### src/hw/rtl/ffla_pkg.sv
// Shared types and codes of the first-fit arena allocator.
`timescale 1ns / 1ps
package ffla_pkg;

  localparam logic [1:0] ST_OK   = 2'd0;
  localparam logic [1:0] ST_FULL = 2'd1;
  localparam logic [1:0] ST_OVF  = 2'd2;

  typedef enum logic [1:0] {
    KIND_ALLOC,
    KIND_FULL,
    KIND_STEP
  } kind_e;

  typedef struct packed {
    logic  latch;
    logic  clr_idx;
    logic  inc_idx;
    logic  set_slot;
    logic  jump;
    logic  free_slot;
    logic  load_out;
    kind_e kind;
  } ffla_cmd_t;

  typedef struct packed {
    logic mode;
    logic cur_live;
    logic idx_last;
    logic overlap;
    logic expired;
    logic out_free;
  } ffla_sts_t;

endpackage

### src/hw/rtl/ffla_ctrl.sv
// Sequencer for the free-slot search, first-fit scan and release sweep.
`timescale 1ns / 1ps
module ffla_ctrl (
  input  logic                clk_i,
  input  logic                rst_ni,
  input  logic                in_valid_i,
  output logic                in_stall_o,
  input  ffla_pkg::ffla_sts_t sts_i,
  output ffla_pkg::ffla_cmd_t cmd_o
);
  import ffla_pkg::*;

  localparam logic [2:0] S_IDLE    = 3'd0;
  localparam logic [2:0] S_FREE    = 3'd1;
  localparam logic [2:0] S_FIT_RD  = 3'd2;
  localparam logic [2:0] S_FIT_CHK = 3'd3;
  localparam logic [2:0] S_REL_RD  = 3'd4;
  localparam logic [2:0] S_REL_CHK = 3'd5;
  localparam logic [2:0] S_FIN     = 3'd6;

  logic [2:0] state_q, state_d;
  kind_e      kind_q, kind_d;

  assign in_stall_o = (state_q != S_IDLE);

  always_comb begin
    cmd_o      = '0;
    cmd_o.kind = kind_q;
    state_d    = state_q;
    kind_d     = kind_q;
    unique case (state_q)
      S_IDLE: begin
        if (in_valid_i) begin
          cmd_o.latch   = 1'b1;
          cmd_o.clr_idx = 1'b1;
          state_d       = sts_i.mode ? S_REL_RD : S_FREE;
        end
      end
      S_FREE: begin
        if (!sts_i.cur_live) begin
          cmd_o.set_slot = 1'b1;
          cmd_o.clr_idx  = 1'b1;
          state_d        = S_FIT_RD;
        end else if (sts_i.idx_last) begin
          kind_d  = KIND_FULL;
          state_d = S_FIN;
        end else begin
          cmd_o.inc_idx = 1'b1;
        end
      end
      S_FIT_RD: state_d = S_FIT_CHK;
      S_FIT_CHK: begin
        // An overlap moves the candidate past the block and restarts the scan.
        if (sts_i.cur_live && sts_i.overlap) begin
          cmd_o.jump = 1'b1;
          state_d    = S_FIT_RD;
        end else if (sts_i.idx_last) begin
          kind_d  = KIND_ALLOC;
          state_d = S_FIN;
        end else begin
          cmd_o.inc_idx = 1'b1;
          state_d       = S_FIT_RD;
        end
      end
      S_REL_RD: state_d = S_REL_CHK;
      S_REL_CHK: begin
        cmd_o.free_slot = sts_i.cur_live && sts_i.expired;
        if (sts_i.idx_last) begin
          kind_d  = KIND_STEP;
          state_d = S_FIN;
        end else begin
          cmd_o.inc_idx = 1'b1;
          state_d       = S_REL_RD;
        end
      end
      S_FIN: begin
        if (sts_i.out_free) begin
          cmd_o.load_out = 1'b1;
          state_d        = S_IDLE;
        end
      end
      default: state_d = S_IDLE;
    endcase
  end

  always_ff @(posedge clk_i or negedge rst_ni) begin
    if (!rst_ni) begin
      state_q <= S_IDLE;
      kind_q  <= KIND_ALLOC;
    end else begin
      state_q <= state_d;
      kind_q  <= kind_d;
    end
  end

endmodule

### config.mk
export PLATFORM = sky130hd
export DESIGN_NAME = ffla_ctrl
export DESIGN_NICKNAME = d
export VERILOG_FILES = /design/src/hw/rtl/ffla_pkg.sv /design/src/hw/rtl/ffla_ctrl.sv
export SDC_FILE = /design/constraint.sdc
export NUM_CORES = 1
export LEC_CHECK = 0
export ABC_CLOCK_PERIOD_IN_PS = 3900
export BUFFER_PORTS_ARGS = -buffer_cell sky130_fd_sc_hd__buf_2
export CAP_MARGIN = 20
export CELL_PAD_IN_SITES_DETAIL_PLACEMENT = 0
export CELL_PAD_IN_SITES_GLOBAL_PLACEMENT = 1
export CORE_MARGIN = 4
export CORE_UTILIZATION = 34
export DETAILED_ROUTE_END_ITERATION = 10
export PLACE_DENSITY_LB_ADDON = 0.1
export SETUP_SLACK_MARGIN = 0.02
export SLEW_MARGIN = 15
export SYNTH_ARGS = -nofsm -noshare
export SYNTH_HDL_FRONTEND = slang
export SYNTH_SLANG_ARGS = --single-unit
### constraint.sdc
create_clock -name clk_i -period 3.9 [get_ports clk_i]
set_input_delay 0.39 -clock clk_i [delete_from_list [all_inputs] [get_ports clk_i]]
set_output_delay 0.39 -clock clk_i [all_outputs]
set_load 0.01 [all_outputs]
# Yosys cells after proc, flatten, opt, wreduce, memory -nomap -nowiden
# Index checks and enable logic that the tools add are counted.
[totals]
ff_bits = 5
output_inout_bits = 10
word_cells = 52
[op_classes]
eq_ne = 14
mux = 29
reduce_logical = 7
[op_table]
columns = ["cell", "n"]
rows = [
  ["$mux 3", 7],
  ["$pmux 3 s7", 1],
  ["$mux 2", 7],
  ["$ne 2x2->1 const B", 7],
  ["$mux 1", 11],
  ["$eq 3x3->1 const B", 3],
  ["$eq 3x2->1 const B", 2],
  ["$pmux 2 s3", 1],
  ["$reduce_and 6->1", 1],
  ["$reduce_bool 3->1", 2],
  ["$eq 3x1->1 const B", 1],
  ["$logic_not 3->1", 1],
  ["$ne 3x3->1 const B", 1],
  ["$pmux 1 s3", 1],
  ["$reduce_and 3->1", 1],
  ["$logic_and 1x1->1", 2],
  ["$pmux 1 s2", 1],
]

# Logic depth before layout (Yosys ltp)
# Gate-level depths: netlist (run 1).
[logic_depth]
depth_word = 3
ltp_mapped = 4
ltp_nobuf = 3

# Worst setup path before layout (run 1)
# No wires, ideal clock.
[synth_path]
path_kind = "register to output"
from = "register state_q[2]"
to = "output cmd_o[6] in the netlist's numbering"
t_arrival_ns = 1.186
path_slack_ns = 2.324
path_stages_with_launch = 4
path_buffers = 1
path_cell_list = "dfrtp_1 -> buf_4 -> a21o_1 -> a2111oi_2"
[synth_lines]
columns = ["element", "line", "text"]
rows = [
  ["start, declared", "ffla_ctrl.sv:21", "logic [2:0] state_q, state_d;"],
  ["start signal, assigned", "ffla_ctrl.sv:91", "state_q <= state_d;"],
  ["end, declared", "ffla_ctrl.sv:9", "output ffla_pkg::ffla_cmd_t cmd_o"],
]

==> qor.txt, run 1 <==
Final Core Density - 0.450
Simple-gate area share of the yosys netlist - 0.280
Worst slew pin tran - 434 ps
Die span in x - 45.0 um
Capturing point of the worst reg2reg path - state_q[2]
RSZ-0062 raised after global routing - false
Global-route wire length before repair - 2090 um
Final wirelength - 1200 um
Final antenna-violating net count - 0
DR DRC count - 0
P_leak - 0.272 nW
Layout cells sized above 1 - 0.368
End of the critical path - cmd_o[6]
Max clock buf depth - 2
Setup crit start kind - flip-flop
Most frequent cells in the layout - buf_2, inv_1, nor2_1, nand3_1, dfrtp_1
YS warnings - 0
#FFs+latches synth - 5
Outcome - finished, final reports clean
Num CTS Buffers - 3
Post-synth cell types - 31
Fillers - 150
Sink Count - 5
DRT Pass-1 Iters - 4
IO buf count - 18
Synth Area in XOR/XNOR - 0
Cells on worst reg2reg path - 3
Initial antenna violation count - 0
Critical path class - reg -> out
Post-layout min period - 2020 ps
Max Cap Viol - 0
Chip height - 45.0 um
Core area - 1300 um2
Worst-skew pair later-pin latency - 240 ps
Power per Cell Area - 680 nW/um2
Rel. slew slack - 0.711
Mux contribution to synthesized area - 0.0728
Setup Viol. Count Final - 0
Final Hold Viols - 0
Synth-to-Final Area Change - 26.1%
Setup crit start - state_q[2]
Critical Path Sink Type - primary output
Clk pin slew, worst setup/hold paths - 40 ps
Period utilization - 0.518
Final Max Tran Viols - 0
R2r startpoint - state_q[1]
Nets - 86
Mapped Cells - 56
Area fraction in compound gates after synthesis - 0.286
Clk_skew - 0.975 ps
Die ar. - 2020 um2
Crit path max fanout - 15
H-Tree Depth - 1
Syn Area/Cell - 8.29 um2
Commonest non-fill, non-tap cell in the layout - buf_2
GPL Wtd Cong - 0.773
Highest Clock Rate - 495 MHz
Worst EP arrival - 1630 ps
Root buf cell - clkbuf_4
Largest net degree at the start of global routing - 16
Syn Std Cell Area - 464 um2
CP Data Required Time - 3510 ps
GRT Util Overall - 0.145
Mean number of vias per cell - 5.47
DRT iter0 DRCs - 2
Starting Density - 0.357
Min-Delay Path Class - in -> reg
Vias in the first global route - 478
Worst R2R Setup Slack - 2450 ps
Syn nets - 65
Main combinational cell family by area after synthesis - compound AO/OA/AOI/OAI gates
Max rail drop VDD - 0.449 mV
Vias - 498
Drt wl/cell - 13.2 um
Dpl hpwl - 880 um
Total grt overflow - 0
# diodes - 0
Final TNS setup - 0 ps
Io pins - 19
Row cnt - 13
Post-Synth Adder-Cell Area - 0
Post-synthesis sequential area ratio - 0.270
CTS tree - yes
-- logic make-up after synthesis --
group	after synthesis
simple gates	23
compound gates	17
buf+inv	8
flops	5
mux	3
-- cells in the mapped netlist --
library cell | number | area (um2)
a21boi_0 | 1 | 7.51
a2111oi_2 | 1 | 15.0
nor2b_1 | 2 | 12.5
or3_1 | 1 | 6.26
dfrtp_1 | 5 | 125
or4_1 | 1 | 7.51
or2_1 | 2 | 12.5
mux2_2 | 3 | 33.8
o21ai_0 | 4 | 20.0
buf_6 | 1 | 11.3
a22oi_2 | 1 | 12.5
nand2_1 | 2 | 7.51
o32ai_1 | 1 | 8.76
nor2_1 | 5 | 18.8
o21ai_1 | 1 | 5.00
and4_1 | 1 | 8.76
and4b_1 | 1 | 10.0
inv_1 | 5 | 18.8
a21oi_1 | 1 | 5.00
a21o_1 | 1 | 7.51
a31oi_1 | 1 | 6.26
o211ai_1 | 2 | 15.0
buf_4 | 1 | 7.51
nand2_2 | 1 | 6.26
buf_2 | 1 | 5.00
nand3_1 | 5 | 25.0
nor3b_1 | 1 | 7.51
o32a_1 | 1 | 10.0
o21a_1 | 1 | 7.51
a211oi_2 | 1 | 12.5
nand3b_1 | 1 | 7.51
-- stage by stage --
stage                     hold slack, ps  setup WS [ps]  total power (W)  cell area (um2)  std cells
after CTS                            443           1870         0.000404              586         91
final                                451           1880         0.000398              586         91
after floorplan                     94.4           2320         0.000288              464         56
after global placement               206           2160         0.000344              549         86
after detailed placement             207           2140         0.000342              549         86
after global routing                 459           1720         0.000443              586         91
-- cell type report --
| cell class | count | area [um2] | share of cell area |
|---|---|---|---|
| timing repair buffer | 19 | 100 | 0.171 |
| inverter | 5 | 18.8 | 0.0321 |
| multi-input combinational | 43 | 297 | 0.506 |
| tap | 15 | 18.8 | 0.0321 |
| clock buffer | 4 | 26.3 | 0.0449 |
| sequential | 5 | 125 | 0.214 |
-- timing repair --
action | CTS | global route
setup endpoints to repair | 0 | 0
endpoints found under the hold margin | 5 | 0
hold buffers | 1 | 0
gates resized for setup | 0 | 0
setup buffers | 0 | 0
-- report_power, final --
group / switching (W) / internal (W)
registers: 0.0000594 / 0.0000762
logic: 0.000107 / 0.0000966
clock network: 0.0000207 / 0.0000386
-- layer usage --
metal	vias to the layer above	track usage	routed length, um
met1	231	0.179	552
met2	16	0.212	529
li1	246	-	-
met5	-	0	0
met3	5	0.0677	98
met4	0	0.0702	21
-- how the worst min path moves through the flow --
stage,start,end,slack [ps],cells after the start
final,sts_i[5],state_q[0],450,3
after detailed placement,rst_ni,state_q[0],210,1
after CTS,sts_i[5],state_q[0],440,3
after floorplan,rst_ni,kind_q[0],90,0
after global placement,rst_ni,state_q[2],210,1
after global routing,sts_i[5],state_q[0],460,3
-- state kept, by name (all words and copies together), names as in the netlist --
register and cells:
kind_q 2, state_q 3
-- worst max-delay path: stages (launching register included) --
cell       delay (ps)
dfrtp_1           600
or2_1             230
nor2_1             60
a2111oi_2         320
buf_2             180
Power figures use the tool's default switching activity.
==> inputs of run 2 (changes only) <==
--- a/config.mk
+++ b/config.mk
@@ -5,13 +5,14 @@
 export SDC_FILE = /design/constraint.sdc
 export NUM_CORES = 1
 export LEC_CHECK = 0
-export ABC_CLOCK_PERIOD_IN_PS = 3900
+export ABC_AREA = 1
+export ABC_CLOCK_PERIOD_IN_PS = 1900
 export BUFFER_PORTS_ARGS = -buffer_cell sky130_fd_sc_hd__buf_2
 export CAP_MARGIN = 20
 export CELL_PAD_IN_SITES_DETAIL_PLACEMENT = 0
 export CELL_PAD_IN_SITES_GLOBAL_PLACEMENT = 1
 export CORE_MARGIN = 4
-export CORE_UTILIZATION = 34
+export CORE_UTILIZATION = 29
 export DETAILED_ROUTE_END_ITERATION = 10
 export PLACE_DENSITY_LB_ADDON = 0.1
 export SETUP_SLACK_MARGIN = 0.02
==> constraint.sdc (replaced) <==
create_clock -name clk_i -period 1.9 [get_ports clk_i]
set_input_delay 0.19 -clock clk_i [delete_from_list [all_inputs] [get_ports clk_i]]
set_output_delay 0.19 -clock clk_i [all_outputs]
set_load 0.01 [all_outputs]
==> run 2 against run 1 <==
Compared with the run above:
- critical path depth is the same
- combinational power up 130%
- synthesized cell count is 25% higher
- non-clock buffer count is the same
- die area grew 8.9%
- flip-flop and latch count stayed put
- first-iteration DRC count rose to 3.5 times the previous value
- critical path type unchanged
- highest routed layer is now met3
==> qor.txt, run 2 <==
Starting Density - 0.321 (-0.0353)
Highest Clock Rate - 625 MHz
Setup crit start kind - flip-flop
Synth top area share - 0.285 (+0.0154)
Mean number of vias per cell - 4.55 (-17%)
#FFs+latches synth - 5 (unchanged)
Period utilization - 0.842
Largest regs - state_q x3, kind_q x2
Setup Viol. Count Final - 0 (unchanged)
Part of the power in registers - 0.288 (-0.053)
Largest reg by FF count - state_q
CP Data Required Time - 1710 ps (-1800 ps)
Multi-input gate area - 244 um2 (-18%)
Critical path class - reg -> out
Prevailing post-synth register cell - dfrtp_1
Clk_skew - 3.45 ps (+2.48 ps)
DRT iter0 DRCs - 7 (+5)
Io pins - 19 (unchanged)
Final WS setup - 300 ps (-1580 ps)
Total grt overflow - 0 (unchanged)
Hold_ws - 262 ps (-189 ps)
Synth-to-Final Area Change - 27.9%
Final TNS setup - 0 ps (unchanged)
Max clock buf depth - 2 (unchanged)
Count leader, synth - nand2_1
Core area - 1370 um2 (+5.0%)
Post-synth EDFFs - 0 (unchanged)
GRT Util Overall - 0.108 (-0.0371)
Crit path max fanout - 9 (-6)
Root buf cell - clkbuf_4
DRT Pass-1 Iters - 4 (unchanged)
Clk pin slew, worst setup/hold paths - 50 ps (about the same)
Initial antenna violation count - 0 (unchanged)
Largest net degree at the start of global routing - 10 (-6)
Drt wl/cell - 10.1 um (-24%)
Critical Path Sink Type - primary output
CTS tree - yes
Worst EP arrival - 1410 ps (-220 ps)
Worst-skew pair later-pin latency - 240 ps (about the same)
Global-route wire length before repair - 1650 um (-21%)
Dpl hpwl - 909 um (+3.3%)
H-Tree Depth - 1 (unchanged)
IO buf count - 18 (unchanged)
Power share of the combinational group - 0.557 (+0.047)
Outcome - finished, final reports clean
Placed Cells - 101 (+17%)
# diodes - 0 (unchanged)
P_int - 0.000412 W (+95%)
DR DRC count - 0 (unchanged)
Post-synth cell types - 19 (-39%)
GPL Wtd Cong - 0.722 (-6.6%)
Final antenna-violating net count - 0 (unchanged)
Most frequent cells in the layout - nand2_1, buf_2, nor2_1, inv_1, dfrtp_1
Vias in the first global route - 416 (-13%)
Worst slew pin tran - 336 ps (-97.7 ps)
Final wirelength - 1070 um (-11%)
Setup Buffers After CTS - 0 (unchanged)
Post-synthesis sequential area ratio - 0.285 (+0.0154)
Sink Count - 5 (unchanged)
Row cnt - 13 (unchanged)
Die ar. - 2200 um2 (+8.9%)
Max Cap Viol - 0 (unchanged)
Power per Cell Area - 1470 nW/um2 (+120%)
Clock Power Share - 0.154 (+0.005)
Mapped Cells - 70 (+25%)
Setup WS pre-CTS - 571 ps (-1570 ps)
Rel. slew slack - 0.776 (+0.0652)
Async set or reset register ratio after synthesis - 1.00 (unchanged)
Max rail drop VDD - 0.595 mV (+33%)
Post-layout min period - 1600 ps
Num CTS Buffers - 3 (unchanged)
Register area - 125 um2 (unchanged)
Syn Std Cell Area - 439 um2 (-5.4%)
Vias - 482 (-3.2%)
Nets - 101 (+17%)
Cell taking the most area after synthesis - dfrtp_1
Chip height - 46.9 um (+4.4%)
Fillers - 171 (+14%)
Die span in x - 46.9 um (+4.4%)
Fin cells - 106 (+16%)
Synth cell count leaders - nand2_1, inv_1, nor2_1
Final Hold Viols - 0 (unchanged)
Final Max Tran Viols - 0 (unchanged)
Min-Delay Path Class - in -> reg
Design Power - 0.000826 W (+110%)
Commonest non-fill, non-tap cell in the layout - nand2_1
RSZ-0062 raised after global routing - false
Syn nets - 79 (+22%)
YS warnings - 0 (unchanged)
Syn Area/Cell - 6.27 um2 (-24%)
Synth area leaders - dfrtp_1, nand2_1, inv_1
Switching share of power - 0.501 (+0.0325)
Net switching power - 0.000414 W (+120%)
Layout cells sized above 1 - 0.341 (-0.0278)
P_leak - 0.339 nW (+25%)
Largest register FFs - 3 (unchanged)
[run 2: routing by layer]
metal | wire, um | GRT usage | up-vias
li1 | - | - | 266
met1 | 465 | 0.126 | 203
met2 | 549 | 0.179 | 13
met3 | 56 | 0.0230 | 0
met4 | 0 | 0.0663 | 0
met5 | 0 | 0 | -
[run 2: power by group through the flow]
stage                     sequential [W]  clock [W]  combinational [W]
after floorplan                 0.000194          0           0.000419
after global placement          0.000240          0           0.000472
after detailed placement        0.000239          0           0.000469
after CTS                       0.000238   0.000134           0.000472
after global routing            0.000248   0.000142           0.000524
final                           0.000238   0.000127           0.000460
[run 2: repair_timing]
| action | 4_1_cts | 5_1_grt |
|---|---|---|
| endpoints found under the hold margin | 5 | 0 |
| gates resized for setup | 0 | 0 |
| hold buffers | 1 | 0 |
| setup endpoints to repair | 0 | 0 |
[run 2: worst paths after layout]
kind | end | depth (start not counted) | slack (ps) | start
max in group asynchronous | state_q[2] | 2 | 1480 | rst_ni
max | cmd_o[6] | 4 | 300 | state_q[1]
max reg2reg | state_q[1] | 6 | 640 | state_q[1]
min in group asynchronous | kind_q[0] | 2 | 290 | rst_ni
min reg2reg | kind_q[1] | 2 | 460 | kind_q[1]
min | state_q[0] | 4 | 260 | sts_i[5]
[run 2: metrics by stage]
stage,area (um2),util
floorplan,439,-
global placement,526,0.385
detailed placement,526,0.385
CTS,562,0.411
global route,562,0.411
finish,562,0.411
[run 2: final cells by class]
type | count | share of cell area
Tap cell | 15 | 0.0334
Inverter | 12 | 0.0846
Timing Repair Buffer | 19 | 0.178
Multi-Input combinational cell | 51 | 0.434
Sequential cell | 5 | 0.223
Clock buffer | 4 | 0.0468
[run 2: cells by family (layout without fill, tap and decap cells)]
family / count (synthesis) / in the layout / synth area share
and+or+nand+nor: 42 / 42 / 0.444
AOI/OAI and AO/OA: 9 / 9 / 0.111
DFF: 5 / 5 / 0.285
buffers and inverters: 14 / 35 / 0.160
[run 2: worst max-delay path, cell delays in order, from the launching register on]
cell     delay, ps
dfrtp_1        490
nor2_4         210
inv_2           60
o32ai_1        230
buf_2          180
==> inputs of run 3 (changes only) <==
--- a/config.mk
+++ b/config.mk
@@ -5,14 +5,14 @@
 export SDC_FILE = /design/constraint.sdc
 export NUM_CORES = 1
 export LEC_CHECK = 0
-export ABC_AREA = 1
-export ABC_CLOCK_PERIOD_IN_PS = 1900
+export ABC_AREA = 0
+export ABC_CLOCK_PERIOD_IN_PS = 1500
 export BUFFER_PORTS_ARGS = -buffer_cell sky130_fd_sc_hd__buf_2
 export CAP_MARGIN = 20
 export CELL_PAD_IN_SITES_DETAIL_PLACEMENT = 0
 export CELL_PAD_IN_SITES_GLOBAL_PLACEMENT = 1
 export CORE_MARGIN = 4
-export CORE_UTILIZATION = 29
+export CORE_UTILIZATION = 32
 export DETAILED_ROUTE_END_ITERATION = 10
 export PLACE_DENSITY_LB_ADDON = 0.1
 export SETUP_SLACK_MARGIN = 0.02
==> constraint.sdc (replaced) <==
create_clock -name clk_i -period 1.5 [get_ports clk_i]
set_input_delay 0.15 -clock clk_i [delete_from_list [all_inputs] [get_ports clk_i]]
set_output_delay 0.15 -clock clk_i [all_outputs]
set_load 0.01 [all_outputs]
==> run 3 against run 2 <==
Compared with the run above:
- clock-buffer cell count did not move
- largest power group unchanged
- critical path depth fell by 1
- first-iteration DRC count is 86% lower
- register-to-register slack worse by 600 ps
- worst setup slack worse by 270 ps
- sequential share of layout area down 4.8 points
- via count is 17% higher
- flip-flop and latch count is the same
- final cell count shrank 0.94%
- combinational power grew 110%
- sequential power is 13% higher
- hold slack got worse by 52 ps
==> qor.txt, run 3 (synthesized netlist as in run 1, its figures left out) <==
GR peak layer - met2
Final wirelength - 1500 um (+40%)
Final antenna-violating net count - 0 (unchanged)
Starting Density - 0.348 (+0.0266)
Critical path's slowest cell - dfrtp_2
DRT Pass-1 Iters - 2 (-2)
Max Cap Viol - 0 (unchanged)
Mean number of vias per cell - 5.38 (+18%)
Final Max Tran Viols - 0 (unchanged)
Io pins - 19 (unchanged)
Worst-skew pair later-pin latency - 260 ps (+20 ps)
Die span in x - 46.1 um (-1.8%)
Placed cell area - 587 um2 (+12%)
Gate family responsible for the most delay along the worst path - compound AO/OA/AOI/OAI gates
Max rail drop VDD - 0.950 mV (+60%)
Placed Cells - 91 (-9.9%)
Num CTS Buffers - 3 (unchanged)
Largest regs - state_q x3, kind_q x2
Die ar. - 2120 um2 (-3.5%)
DRT iter0 DRCs - 1 (-6)
Worst EP arrival - 1320 ps (-90 ps)
Global-route met2 utilization - 0.255 (+0.0766)
IO buf count - 18 (unchanged)
P_leak - 0.338 nW (-0.31%)
Largest register FFs - 3 (unchanged)
Max clock buf depth - 2 (unchanged)
Layout cells sized above 1 - 0.611 (+0.270)
Clk pin slew, worst setup/hold paths - 60 ps (about the same)
Nets - 100 (-0.99%)
Commonest non-fill, non-tap cell in the layout - buf_2
Synth-to-Final Area Change - 57.1%
Most frequent cells in the layout - buf_2, buf_4, nand3_1, o21ai_0
Root buf cell - clkbuf_4
DR DRC count - 0 (unchanged)
Largest reg by FF count - state_q
Period utilization - 0.982
Initial antenna violation count - 0 (unchanged)
Worst path cell trace - a21o_1 -> a2111oi_2 -> buf_2
Worst path max stage delay - 430 ps (-60 ps)
Sink Count - 5 (unchanged)
Chip height - 46.1 um (-1.8%)
Rel. slew slack - 0.849 (+0.0728)
Final Hold Viols - 0 (unchanged)
CTS tree - yes
GPL Wtd Cong - 0.839 (+16%)
RSZ-0062 raised after global routing - true
Clk_skew - 9.96 ps (+6.51 ps)
Met3 global-route usage - 0.0313 (+0.00826)
Crit path max fanout - 5 (-4)
Min-Delay Path Class - in -> reg
GRT Util Overall - 0.162 (+0.0541)
Total grt overflow - 0 (unchanged)
Highest Clock Rate - 679 MHz
Largest net degree at the start of global routing - 10 (unchanged)
Setup crit start kind - flip-flop
# diodes - 0 (unchanged)
Critical Path Sink Type - primary output
Core area - 1330 um2 (-2.4%)
Met1 GRT Util - 0.183 (+0.0562)
Setup Viol. Count Final - 0 (unchanged)
Worst path buffer plus inverter count - 1 (-1)
Vias - 565 (+17%)
Row cnt - 13 (unchanged)
Dpl hpwl - 1050 um (+15%)
H-Tree Depth - 1 (unchanged)
Power per Cell Area - 1940 nW/um2 (+32%)
Global-route wire length before repair - 2380 um (+44%)
Post-layout min period - 1470 ps
Fin cells - 105 (-0.94%)
Critical path class - reg -> out
Final Cell Area - 729 um2 (+30%)
Worst slew pin tran - 224 ps (-112 ps)
Outcome - finished, final reports clean
CP Data Required Time - 1350 ps (-360 ps)
Drt wl/cell - 14.3 um (+41%)
Vias in the first global route - 545 (+31%)
## run 3: cell count changes in the layout (fill, tap and decap cells not counted), moves of 3 or more
cell | before | now
nand4_1 | 3 | 0
nand2_1 | 21 | 1
mux2_2 | 0 | 3
nor2_1 | 8 | 2
buf_4 | 0 | 12
inv_1 | 8 | 2
## run 3: repair_timing
item	CTS	global route
pin swaps	1	1
gates cloned	0	0
gates resized for setup	6	10
setup endpoints to repair	3	7
hold endpoints to repair	5	0
hold buffers	1	0
setup buffers	4	5
## run 3: per-stage QoR
stage           util  total power, W  setup slack [ps]  TNS [ps]  hold WS [ps]
6_report       0.547         0.00141              27.7         0           210
4_1_cts        0.498         0.00126              9.31         0           206
2_1_floorplan      -        0.000748               164         0          -146
3_3_place_gp   0.440        0.000983               178         0         -27.5
3_5_place_dp   0.440        0.000977               160         0         -25.1
5_1_grt        0.547         0.00153             -52.7     -52.7           233
## run 3: power breakdown
part | internal [W] | total (W) | switching [W]
clock | 0.000102 | 0.000172 | 0.0000701
sequential | 0.000205 | 0.000268 | 0.0000637
combinational | 0.000502 | 0.000974 | 0.000472
## run 3: final timing paths
check                           start    endpoint  slack [ps]  cells after the start
setup / recovery           state_q[2]    cmd_o[6]          30                      3
hold / removal               sts_i[5]  state_q[0]         210                      3
setup reg to reg           state_q[1]  state_q[2]          40                      4
hold reg to reg             kind_q[1]   kind_q[1]         550                      2
max in group asynchronous      rst_ni  state_q[0]        1090                      2
min in group asynchronous      rst_ni  state_q[2]         250                      2
## run 3: worst register-to-register path, delay by kind of cell (launching register included)
family          cells  cell delay (ps)
flops               1              400
simple gates        1              520
buf+inv             1              160
compound gates      2              260
## run 3: cell type report
cell class	count	area [um2]
Inverter	5	25.0
Multi-Input combinational cell	43	319
Clock buffer	4	26.3
Fill cell	141	604
Sequential cell	5	128
Timing Repair Buffer	33	213
Tap cell	15	18.8
## run 3: per-layer routing
| metal | up-vias | wire, um |
|---|---|---|
| met5 | - | 0 |
| met4 | 0 | 37 |
| met3 | 6 | 82 |
| met2 | 18 | 747 |
| met1 | 264 | 631 |
| li1 | 277 | - |
